--- config.mk ---
export PLATFORM = sky130hd
export DESIGN_NAME = paw_mac
export DESIGN_NICKNAME = d
export VERILOG_FILES = /design/src/sv/paw_pkg.sv /design/src/sv/paw_mac.sv
export SDC_FILE = /design/constraint.sdc
export NUM_CORES = 2
export LEC_CHECK = 0
export BUFFER_PORTS_ARGS = -buffer_cell sky130_fd_sc_hd__buf_2
export CAP_MARGIN = 20
export CORE_MARGIN = 10
export CORE_UTILIZATION = 70
export DETAILED_ROUTE_END_ITERATION = 10
export PLACE_DENSITY = 0.88
export SLEW_MARGIN = 20
export SYNTH_ARGS = -nofsm -noshare
export SYNTH_HDL_FRONTEND = slang
export SYNTH_SLANG_ARGS = --single-unit
--- constraint.sdc ---
create_clock -name clk -period 20.2 [get_ports clk]
set_clock_uncertainty 0.15 [all_clocks]
set_input_delay 5.05 -clock clk [delete_from_list [all_inputs] [get_ports clk]]
set_output_delay 5.05 -clock clk [all_outputs]
set_load 0.01 [all_outputs]
--- src/sv/paw_pkg.sv ---
// ----------------------------------------------------------------------------
// Piecewise affine warp package
// Shared types, codes and fixed-point helpers for the warp engine.
// ----------------------------------------------------------------------------
package paw_pkg;

  typedef enum logic [1:0] {
    OP_LOAD    = 2'd0,
    OP_WARP    = 2'd1,
    OP_COMPOSE = 2'd2,
    OP_MAP     = 2'd3
  } op_t;

  typedef enum logic [2:0] {
    ST_IDLE,
    ST_RD_INV,
    ST_CALC_N,
    ST_RD_WARP,
    ST_CALC_W,
    ST_CALC_M,
    ST_WR_WARP,
    ST_DONE
  } state_t;

  localparam int ACC_W = 50;
  localparam int INV_ENTRIES = 9;
  localparam int WARP_ENTRIES = 6;

  typedef logic signed [ACC_W-1:0] acc_t;
  typedef logic signed [31:0] q16_t;

  localparam q16_t Q16_ONE = 32'sd65536;
  localparam q16_t Q16_MAX = 32'sh7fffffff;
  localparam q16_t Q16_MIN = 32'sh80000000;

  typedef struct packed {
    logic mul;
    logic init;
    logic acc;
  } mac_ctrl_t;

  function automatic q16_t sat32(acc_t v);
    q16_t res;
    if (v > acc_t'(Q16_MAX)) begin
      res = Q16_MAX;
    end else if (v < acc_t'(Q16_MIN)) begin
      res = Q16_MIN;
    end else begin
      res = q16_t'(v);
    end
    return res;
  endfunction

  function automatic q16_t ident(logic [2:0] k);
    q16_t res;
    res = (k == 3'd0 || k == 3'd4) ? Q16_ONE : '0;
    return res;
  endfunction

endpackage

--- src/sv/paw_mac.sv ---
// ----------------------------------------------------------------------------
// Shared multiply-accumulate unit
// Registered Q16.16 product, floor shift and wide accumulator with saturation.
// ----------------------------------------------------------------------------
module paw_mac import paw_pkg::*; (
  input  logic      clk,
  input  mac_ctrl_t ctrl,
  input  q16_t      a,
  input  q16_t      b,
  input  q16_t      offset,
  output q16_t      result
);

  logic signed [63:0] prod_r;
  acc_t               acc_r;
  acc_t               sum;

  assign sum = acc_r + acc_t'(prod_r >>> 16);
  assign result = sat32(sum);

  always_ff @(posedge clk) begin
    if (ctrl.mul) begin
      prod_r <= a * b;
    end
    if (ctrl.init) begin
      acc_r <= acc_t'(offset);
    end else if (ctrl.acc) begin
      acc_r <= sum;
    end
  end

endmodule
==> results.yml <==
status:
  run_status: "completed"
clock_tree:
  clkSlewWorstSetupHoldPaths_ns: 0.07
  worstSkewPairLatency_ns: 0.37
  cts-resized-gates: 0
  root_buffer: "clkbuf_16"
  clockBufferDepth: 2
  tritoncts: "yes"
  cts.sinks: 98
  post_cts_buffers: 0
  cts_hold_buf: 0
  htreeDepth: 3
  cts_buffers: 9
synthesis:
  synth-async-reset-ratio: 0
  ys_seq_area_frac: 0.06885
  synth-edff-count: 98
  synth_cell_type_count: 66
  synthesis.nets: 5939
  syn-cell-area_sq_mm: 0.04274
  synthCells: 4528
  avgSynthCellArea_sq_um: 9.440
  yosysWarnings: 0
  yosys_register_bits: 98
  synthFlopType: "edfxtp_1"
sta:
  relSlewSlack: 0.1959
  setup_viol: 0
  rsz0062_at_grt: "false"
  finalCritPeriodShare: 0.6658
  fin_ws_ns: 6.751
  final_max_slew_viol_count: 0
  fin_setup_tns_ns: 0
  fmax_ghz: 0.07435
  period_minus_slack_ns: 13.45
  whs_ns: 0.6773
  worst_pin_slew_ns: 1.195
  hold_viol: 0
floorplan:
  die_w_um: 267.1
  rows: 90
  initial_core_util: 0.7082
  io_pins: 132
  die-area_sq_mm: 0.07135
  fp.dieH_um: 267.1
  coreArea_sq_mm: 0.06036
critical_path:
  reg2reg_slack_ns: 14.94
  reg2reg_depth: 11
  r2r_end: "acc_r[49]"
  cp.arrival_ns: 13.42
  end_kind: "flop"
  r2r_start: "acc_r[28]"
  critPathKind: "input port to flop"
  required_ns: 20.17
  crit_path_start_kind: "input port"
  cp_max_fo: 32
global_routing:
  grt_use_met2: 0.5529
  grt_start_max_net_pins: 80
  grt_pass1_vias: 36136
  met3_usage: 0.07301
  grt_busiest_layer: "met2"
  antenna_found_initial: 4
  track_usage: 0.3368
  use_met1: 0.4098
  grt.overflow.total: 0
  grt_first_pass_wirelength_um: 187700
route:
  wl_per_cell_um: 21.91
  drt_wl_total_um: 114700
  dr.first_iter.drc_count: 2831
  routed-via-count: 32080
  postRouteAntennaNets: 0
  vias_per_cell: 6.127
  drtPass1Iterations: 6
  drc: 0
worst_hold_path:
  hp-class: "flop to flop"
  worstHoldStart: "acc_r[0]"
  holdPathStages: 2
  whs_endpoint: "acc_r[0]"
placement:
  port_buffers: 131
  gp_congestion: 0.9578
  hpwl_um: 90870
  preCtsSetupSlack_ns: 6.499
run:
  maxCapViolCount: 0
cells_and_area:
  drive_gt1_frac: 0.04896
  nets: 5859
  syn_to_final_growth_pct: 2.658
stage by stage:
stage,cells,area [sq um],utilization
2_1_floorplan,4528,42740,-
6_report,5236,43880,0.7270
5_1_grt,5235,43880,0.7269
3_5_place_dp,5219,43600,0.7223
3_3_place_gp,5219,43600,0.7223
4_1_cts,5235,43870,0.7268
worst max-delay path by stage:
stage / slack, ns / depth (start not counted) / to / start
3_3_place_gp: 6.61 / 28 / prod_r[56] / a[8]
3_5_place_dp: 6.50 / 23 / prod_r[56] / a[31]
2_1_floorplan: 7.78 / 21 / prod_r[56] / b[3]
6_report: 6.75 / 28 / prod_r[56] / a[9]
4_1_cts: 6.86 / 24 / prod_r[56] / a[31]
5_1_grt: 6.21 / 28 / prod_r[56] / a[9]
cells by family (layout without fill, tap and decap cells):
logic type,count (synthesis),after routing,synth area share
AO/OA/AOI/OAI,394,394,0.06390
XOR/XNOR,93,93,0.01906
adder cells (fa/ha/maj),1311,1311,0.5738
buffers and inverters,1232,1157,0.1090
flip-flops,98,98,0.06885
multiplexers,8,8,0.002049
other,0,1,0
AND/OR/NAND/NOR,1392,1392,0.1634
synth_stat cells, types with 5 or more instances:
library cell / n / area share
inv_1: 992 / 0.087
nand2_1: 603 / 0.053
and2_1: 508 / 0.074
o21a_1: 15 / 0.0026
mux2_2: 6 / 0.0016
and4_1: 7 / 0.0014
o22ai_1: 5 / 0.00073
nor4_1: 8 / 0.0012
nand3b_1: 27 / 0.0047
nand4_1: 21 / 0.0031
nor3b_1: 5 / 0.00088
o31a_1: 5 / 0.0010
o21ai_0: 88 / 0.010
nor2_1: 80 / 0.0070
edfxtp_1: 98 / 0.069
o21bai_1: 13 / 0.0023
fa_1: 1082 / 0.51
or3_1: 9 / 0.0013
o211ai_1: 18 / 0.0032
ha_1: 229 / 0.067
buf_2: 8 / 0.00094
a31oi_1: 6 / 0.00088
a21oi_1: 117 / 0.014
a211oi_1: 17 / 0.0030
nand3_1: 42 / 0.0049
clkbuf_1: 226 / 0.020
a211o_1: 5 / 0.0010
o221ai_2: 30 / 0.011
nor2b_1: 13 / 0.0019
xnor2_1: 63 / 0.013
and3_1: 13 / 0.0019
or2_2: 9 / 0.0013
xor2_1: 30 / 0.0061
a21o_1: 33 / 0.0058
nor3_1: 23 / 0.0027
nand2b_1: 18 / 0.0026
layer usage:
layer | wire length (um) | vias up | share of wire
met2 | 54410 | 2083 | 0.47
met3 | 12690 | 581 | 0.11
met5 | 0 | - | 0
met4 | 7745 | 0 | 0.068
li1 | - | 13388 | -
met1 | 39860 | 16028 | 0.35
worst max-delay path, cell delays in order:
cell and delay (ns):
buf_2 0.64, nand2_1 0.17, fa_1 0.57, inv_1 0.05, fa_1 0.44, fa_1 0.50
inv_1 0.05, fa_1 0.49, inv_1 0.06, fa_1 0.50, inv_1 0.06, fa_1 0.53
inv_1 0.05, fa_1 0.47, inv_1 0.05, fa_1 0.47, inv_1 0.04, ha_1 0.32
a211oi_1 0.28, o21ai_0 0.26, a21oi_1 0.30, nand3_1 0.15, a21oi_1 0.52, a31oi_1 0.22
o21ai_0 0.57, a21boi_0 0.27, o22ai_1 0.22, xnor2_1 0.08
flip-flops by register name (all words and copies together) (netlist names):
name	cells
prod_r	48
acc_r	50
cell usage in the layout, fill, tap and decap left out, types with 6 or more instances in the layout:
cell and count:
o221ai_2 30, o21bai_1 13, nor2_1 80, buf_4 18, nor2b_1 13, edfxtp_1 98, ha_1 229, mux2_2 6
a31oi_1 6, and3_1 13, nor4_1 7, a21oi_1 117, a211oi_1 17, o211ai_1 18, inv_1 992, xor2_1 30
o21ai_0 88, o21a_1 15, nand3_1 42, or3_1 9, and4_1 7, clkbuf_16 9, nand2_1 602, fa_1 1082
and2_1 508, nor3_1 21, buf_2 130, or2_2 9, a21o_1 33, xnor2_1 63, nand4_1 21, nand2b_1 18
nand3b_1 27
layout make-up:
class	count	area (sq um)
Clock inverter	5	38.79
Clock buffer	11	232.7
Tap cell	782	978.4
Timing Repair Buffer	148	785.8
Antenna cell	1	2.502
Multi-Input combinational cell	3198	35170
Sequential cell	98	2943
Fill cell	4118	16480
Inverter	993	3727
Power is left out: the tool's default activity adds up to more than one toggle a clock period on the data nets, which glitch-free logic cannot reach.
