File: src/sv/paw_ram.sv
// ----------------------------------------------------------------------------
// Generic RAM
// One write port and one read port with registered read data.
// ----------------------------------------------------------------------------
module paw_ram #(
  parameter int WIDTH = 32,
  parameter int DEPTH = 16
) (
  input  logic                     clk,
  input  logic                     we,
  input  logic [$clog2(DEPTH)-1:0] waddr,
  input  logic [WIDTH-1:0]         wdata,
  input  logic                     re,
  input  logic [$clog2(DEPTH)-1:0] raddr,
  output logic [WIDTH-1:0]         rdata
);

  logic [WIDTH-1:0] mem [DEPTH];

  always_ff @(posedge clk) begin
    if (we) begin
      mem[waddr] <= wdata;
    end
    if (re) begin
      rdata <= mem[raddr];
    end
  end

endmodule

File: config.mk
export PLATFORM = sky130hd
export DESIGN_NAME = paw_ram
export DESIGN_NICKNAME = d
export VERILOG_FILES = /design/src/sv/paw_ram.sv
export SDC_FILE = /design/constraint.sdc
export NUM_CORES = 1
export LEC_CHECK = 0
export BUFFER_PORTS_ARGS = -buffer_cell sky130_fd_sc_hd__buf_2
export CAP_MARGIN = 20
export CORE_ASPECT_RATIO = 2
export CORE_MARGIN = 1.5
export CORE_UTILIZATION = 42
export DETAILED_ROUTE_END_ITERATION = 6
export PLACE_DENSITY = 0.59
export SYNTH_ARGS = -nofsm -noshare
export SYNTH_HDL_FRONTEND = slang
export SYNTH_SLANG_ARGS = --single-unit
File: constraint.sdc
create_clock -name clk -period 5.3 [get_ports clk]
set_input_delay 0.265 -clock clk [delete_from_list [all_inputs] [get_ports clk]]
set_output_delay 0.265 -clock clk [all_outputs]
set_load 0.03 [all_outputs]
==> impl_results.md, run 1 <==
- Flip-flop and latch area: 0.01634 mm2
- Dpl hpwl: 22300 um
- Root Buffer: clkbuf_16
- Period Utilization, post-route: 38.55%
- Slew margin rel.: 33.08%
- Endpoints failing setup: 0
- CP max FO: 62
- Internal power: 6.835 mW
- Full die area: 0.04944 mm2
- Switching power: 1.797 mW
- Mean post-synth cell area: 24.07 um2
- DR pass1 iterations: 4
- RePlAce Congestion: 0.6836
- Setup TNS: 0 ns
- Async set-reset flop share out of synthesis: 0%
- Clk pwr share: 38.4%
- Worst min-delay path class: input port to flop
- Met3 wire length: 1837 um
- Clock buffer depth: 3
- Sw Share: 20.82%
- Yosys warns: 0
- Initial antenna violation count: 3
- Number of global-route vias before repair: 9826
- Synth-to-Final Area Change: 13.63%
- Critical Path RT: 5.60 ns
- Reg power frac: 56.4%
- Worst hold start: wdata[1]
- Largest net degree at the start of global routing: 68
- Initial core utilization: 42.47%
- Number of fill cells in the layout: 3928
- Cell with the most instances after synthesis: edfxtp_1
- Clk_lat worst skew: 0.57 ns
- Vias after detailed routing: 9073
- Max-Cap Viols: 0
- Crit Path Class: input port to flop
- Final Max Slew Viols: 0
- Top-area cell type share of the netlist area: 80.97%
- Post-route ant nets: 0
- Final wirelength: 43890 um
- Port buffer count: 74
- Post-synth EDFFs: 544
- Status: finished, final reports clean
- Register area share after synthesis: 80.97%
- Register bit total from synthesis: 544
- Grt total ovfl: 0
- Critical Path Start: raddr[0]
- First-pass GRT wire length: 64360 um
- Synth unique cells: 17
- FMAX: 489.4 MHz
- Core ar.: 0.04751 mm2
- Post-Synthesis Cells: 838
- Met2 Wirelength: 23740 um
- Arrival @ worst endpoint: 2.35 ns
- Top-Level Pins: 75
- CTS tree: yes
- Residual DRC count: 0
- TritonCTS Buffers: 45
- Die Wd: 158.0 um
- Top Layer Used: met5
- Die Ht: 313.0 um
- Global-route usage over all layers: 18.47%
- R2r startpoint: mem[0][8]
- Power density cells: 376.6 mW/mm2
- Synth area leader: edfxtp_1
- CTS resizes: 0
- Synthesized area: 0.02017 mm2
- Top post-synthesis cells by area: edfxtp_1 (81%), mux4_2 (14%), a22oi_1 (2.4%), nand2_1 (0.61%), buf_4 (0.41%)
- Post-CTS Hold Buffers: 0
- Multi-input combinational cell area: 0.003750 mm2
- Combinational power share: 5.2%
- H-tree levels: 2
- Synth Flop Type: edfxtp_1
- Row count: 113
- List of most frequent post-synthesis cells: edfxtp_1 (544), mux4_2 (128), a22oi_1 (64), nand2_1 (33), clkbuf_1 (17)
- Leakage: 7.214 nW
- Setup bufs post-CTS: 0
- Wl on met1: 17320 um
- RSZ-0062 raised after global routing: no
- Min cycle time layout: 2.043 ns
- Final Hold Viols: 0
- Sinks on Clock Net: 544
- VDD IR max: 0.0001972 V
- Clock slew at reported path FFs: 0.07 ns
- Syn_nets: 881
- Via-to-Cell Ratio: 5.639
- Ratio of cells with drive above 1 in the final layout: 31.76%
- Clk_skew: 0.01508 ns
- WL per Instance: 27.28 um
- DRT iter0 DRCs: 798
- Power, Total: 8.633 mW
- Type of origin of the critical path: input port
- Worst setup EP type: flop
- Nets: 984
- Worst Tran Pin Value: 1.004 ns
- Hold WS: 0.07026 ns
power groups by stage:
stage / clock, mW / sequential [mW] / combinational, mW
after global placement: 0 / 4.96 / 0.453
final: 3.31 / 4.87 / 0.450
after detailed placement: 0 / 4.97 / 0.459
after floorplan: 0 / 5.00 / 0.231
after global routing: 3.52 / 4.88 / 0.487
after CTS: 3.38 / 4.87 / 0.459
final cells by class:
cell class / count / share of cell area, %
clock buffers: 56 / 5.278
flip-flops and latches: 544 / 71.26
repair buffers: 99 / 2.593
multi-input cells: 251 / 16.36
well taps: 632 / 3.450
clock inverters: 26 / 1.048
diodes: 1 / 0.01092
flip-flops by register name, indices dropped and copies added, names as in the netlist:
signal and flops:
rdata 32, mem 512
cells by family after synthesis:
logic type             synth area share (%)
AO/OA/AOI/OAI                         2.382
buffers and inverters                 1.104
flip-flops                            80.97
multiplexers                          14.29
AND/OR/NAND/NOR                       1.253
layout by cell type, fill, tap and decap left out, types with 3 or more instances in the layout:
cell / n
nor2_4: 13
mux4_2: 128
edfxtp_1: 544
bufinv_16: 4
nand2_1: 33
clkbuf_1: 9
buf_4: 24
clkinv_1: 11
clkinv_4: 3
a22oi_1: 64
clkinv_2: 4
clkbuf_16: 47
buf_2: 72
nor3_2: 4
critical path, cell delays in order:
cell and delay [ns]:
clkbuf_8 0.56, buf_4 0.56, mux4_2 0.56, a22oi_1 0.20, nand2_1 0.08
metal layers:
metal	vias to the layer above	global-route usage [%]
met3	56	2.240
met1	4981	23.52
met2	233	33.00
met5	-	0
li1	3801	-
met4	2	5.374
through the flow:
stage	setup slack, ns	cell area (um2)	utilization [%]	cells
floorplan	1.855	20170	-	838
global placement	2.574	21450	45.15	1525
detailed placement	2.601	21450	45.15	1525
CTS	3.208	22900	48.21	1607
global route	3.045	22920	48.25	1609
finish	3.257	22920	48.25	1609
path summary, 6_finish.rpt:
| path | endpoint | slack (ns) | depth (start not counted) |
|---|---|---|---|
| setup reg to reg | rdata[8] | 3.80 | 3 |
| setup / recovery | rdata[28] | 3.26 | 5 |
| hold reg to reg | rdata[5] | 0.75 | 3 |
| hold / removal | mem[4][1] | 0.07 | 1 |
Note: power is estimated with default switching activity, not from simulation.
==> inputs of run 2 (changes only) <==
==> constraint.sdc (replaced) <==
create_clock -name clk -period 1.9 [get_ports clk]
set_input_delay 0.095 -clock clk [delete_from_list [all_inputs] [get_ports clk]]
set_output_delay 0.095 -clock clk [all_outputs]
set_load 0.03 [all_outputs]
==> impl_results.md, run 2 (synthesized netlist as in run 1, its figures left out) <==
- Core ar.: 0.04751 mm2
- Initial core utilization: 42.47%
- RePlAce Congestion: 0.7003
- Max reg flops: 512
- Switching power: 5.023 mW
- Period Utilization, post-route: 79.36%
- Sequence of cells on the critical path: mux4_2 > a22oi_1 > nand2_1
- Internal power: 19.68 mW
- Final Hold Viols: 0
- Utilization after layout: 50.19%
- Arrival @ worst endpoint: 1.80 ns
- CTS resizes: 0
- DR pass1 iterations: 5
- Final Max Slew Viols: 0
- Sinks on Clock Net: 544
- VDD IR max: 0.0005935 V
- DRT iter0 DRCs: 757
- Setup bufs post-CTS: 0
- Ant diodes: 0
- Clock buffer depth: 3
- RSZ-0062 raised after global routing: no
- WL per Instance: 26.52 um
- FMAX: 663.2 MHz
- H-tree levels: 2
- Initial antenna violation count: 0
- Finished Layout Cells: 1655
- Cell Count Post-Placement: 1542
- Most frequent cells in the layout: edfxtp_1 (544), mux4_2 (128), buf_2 (72)
- Endpoints failing setup: 0
- Post-route ant nets: 0
- Sw Share: 20.33%
- First-pass GRT wire length: 64870 um
- Clk_lat worst skew: 0.56 ns
- Largest Register: mem
- Hold WS: 0.05883 ns
- Die Wd: 158.0 um
- CP max FO: 1
- Clock slew at reported path FFs: 0.07 ns
- Root Buffer: clkbuf_16
- Worst Tran Pin Value: 0.4720 ns
- R2R depth: 3
- Via-to-Cell Ratio: 5.535
- Power, Total: 24.70 mW
- Worst setup EP type: flop
- Min cycle time layout: 1.508 ns
- Power density cells: 1036 mW/mm2
- Number of global-route vias before repair: 9985
- Commonest non-fill, non-tap cell in the layout: edfxtp_1
- Leakage: 7.591 nW
- Largest net degree at the start of global routing: 52
- Global-route usage over all layers: 18.43%
- Combinational power share: 5.7%
- Critical path's slowest cell: mux4_2
- TritonCTS Buffers: 44
- Slew margin rel.: 68.46%
- Max-Cap Viols: 0
- Clk pwr share: 39.3%
- Grt total ovfl: 0
- Synth-to-Final Area Change: 18.20%
- Vias after detailed routing: 9161
- Worst min-delay path class: input port to flop
- Largest regs: mem x512, rdata x32
- Reg power frac: 55.0%
- Type of origin of the critical path: flop
- Dpl hpwl: 22600 um
- Worst hold stages: 2
- Full die area: 0.04944 mm2
- Die Ht: 313.0 um
- Status: finished, final reports clean
- Nets: 1031
- Setup TNS: 0 ns
- Critical Path RT: 2.19 ns
- Port buffer count: 74
- CTS tree: yes
- Final wirelength: 43890 um
- Clk_skew: 0.01850 ns
- Residual DRC count: 0
- Crit Path Class: flop to flop
- Row count: 113
- CP max stage delay: 0.47 ns
- Top-Level Pins: 75
- Ratio of cells with drive above 1 in the final layout: 32.75%
run 2: final cells by class:
| cell class | count | area (um2) |
|---|---|---|
| clock buffer | 51 | 1149 |
| clock inverter | 30 | 385.4 |
| fill | 3814 | 23660 |
| multi-input combinational | 251 | 3775 |
| sequential | 544 | 16340 |
| tap | 632 | 790.8 |
| timing repair buffer | 147 | 1410 |
run 2: path summary, 6_finish.rpt:
kind / start / end / slack, ns
worst min register to register: mem[14][20] / rdata[20] / 0.74
worst min-delay path: re / rdata[22] / 0.06
worst max-delay path: mem[11][28] / rdata[28] / 0.39
worst max register to register: mem[11][28] / rdata[28] / 0.39
run 2: metal layers:
metal	vias up	part of all wire, %	track usage (%)
met3	57	3.8	1.880
met4	0	2.0	4.800
met5	-	0	0
li1	3890	-	-
met2	224	55	33.51
met1	4990	39	23.41
run 2: through the flow:
step | worst slack (ns) | cell area [um2]
after floorplan | -0.5030 | 20240
after global placement | 0.1969 | 21990
after detailed placement | 0.1783 | 21990
after CTS | 0.3757 | 23850
after global routing | 0.3863 | 23850
final | 0.3921 | 23850
run 2: worst max-delay path: cells and delay by family (launching register included):
kind / cells / cell delay (ns)
muxes: 1 / 0.47
AOI/OAI and AO/OA: 1 / 0.26
and+or+nand+nor: 1 / 0.15
DFF: 1 / 0.36
run 2: power groups by stage:
stage	sequential (mW)	clock, mW	combinational [mW]
3_3_place_gp	13.8	0	1.35
6_report	13.6	9.72	1.40
3_5_place_dp	13.9	0	1.38
5_1_grt	13.6	10.3	1.51
2_1_floorplan	13.9	0	0.652
4_1_cts	13.6	9.91	1.43
run 2: what timing repair did:
action | CTS | global route
endpoints found under the hold margin | 512 | 0
hold buffers | 32 | 0
endpoints found under the setup margin | 0 | 0
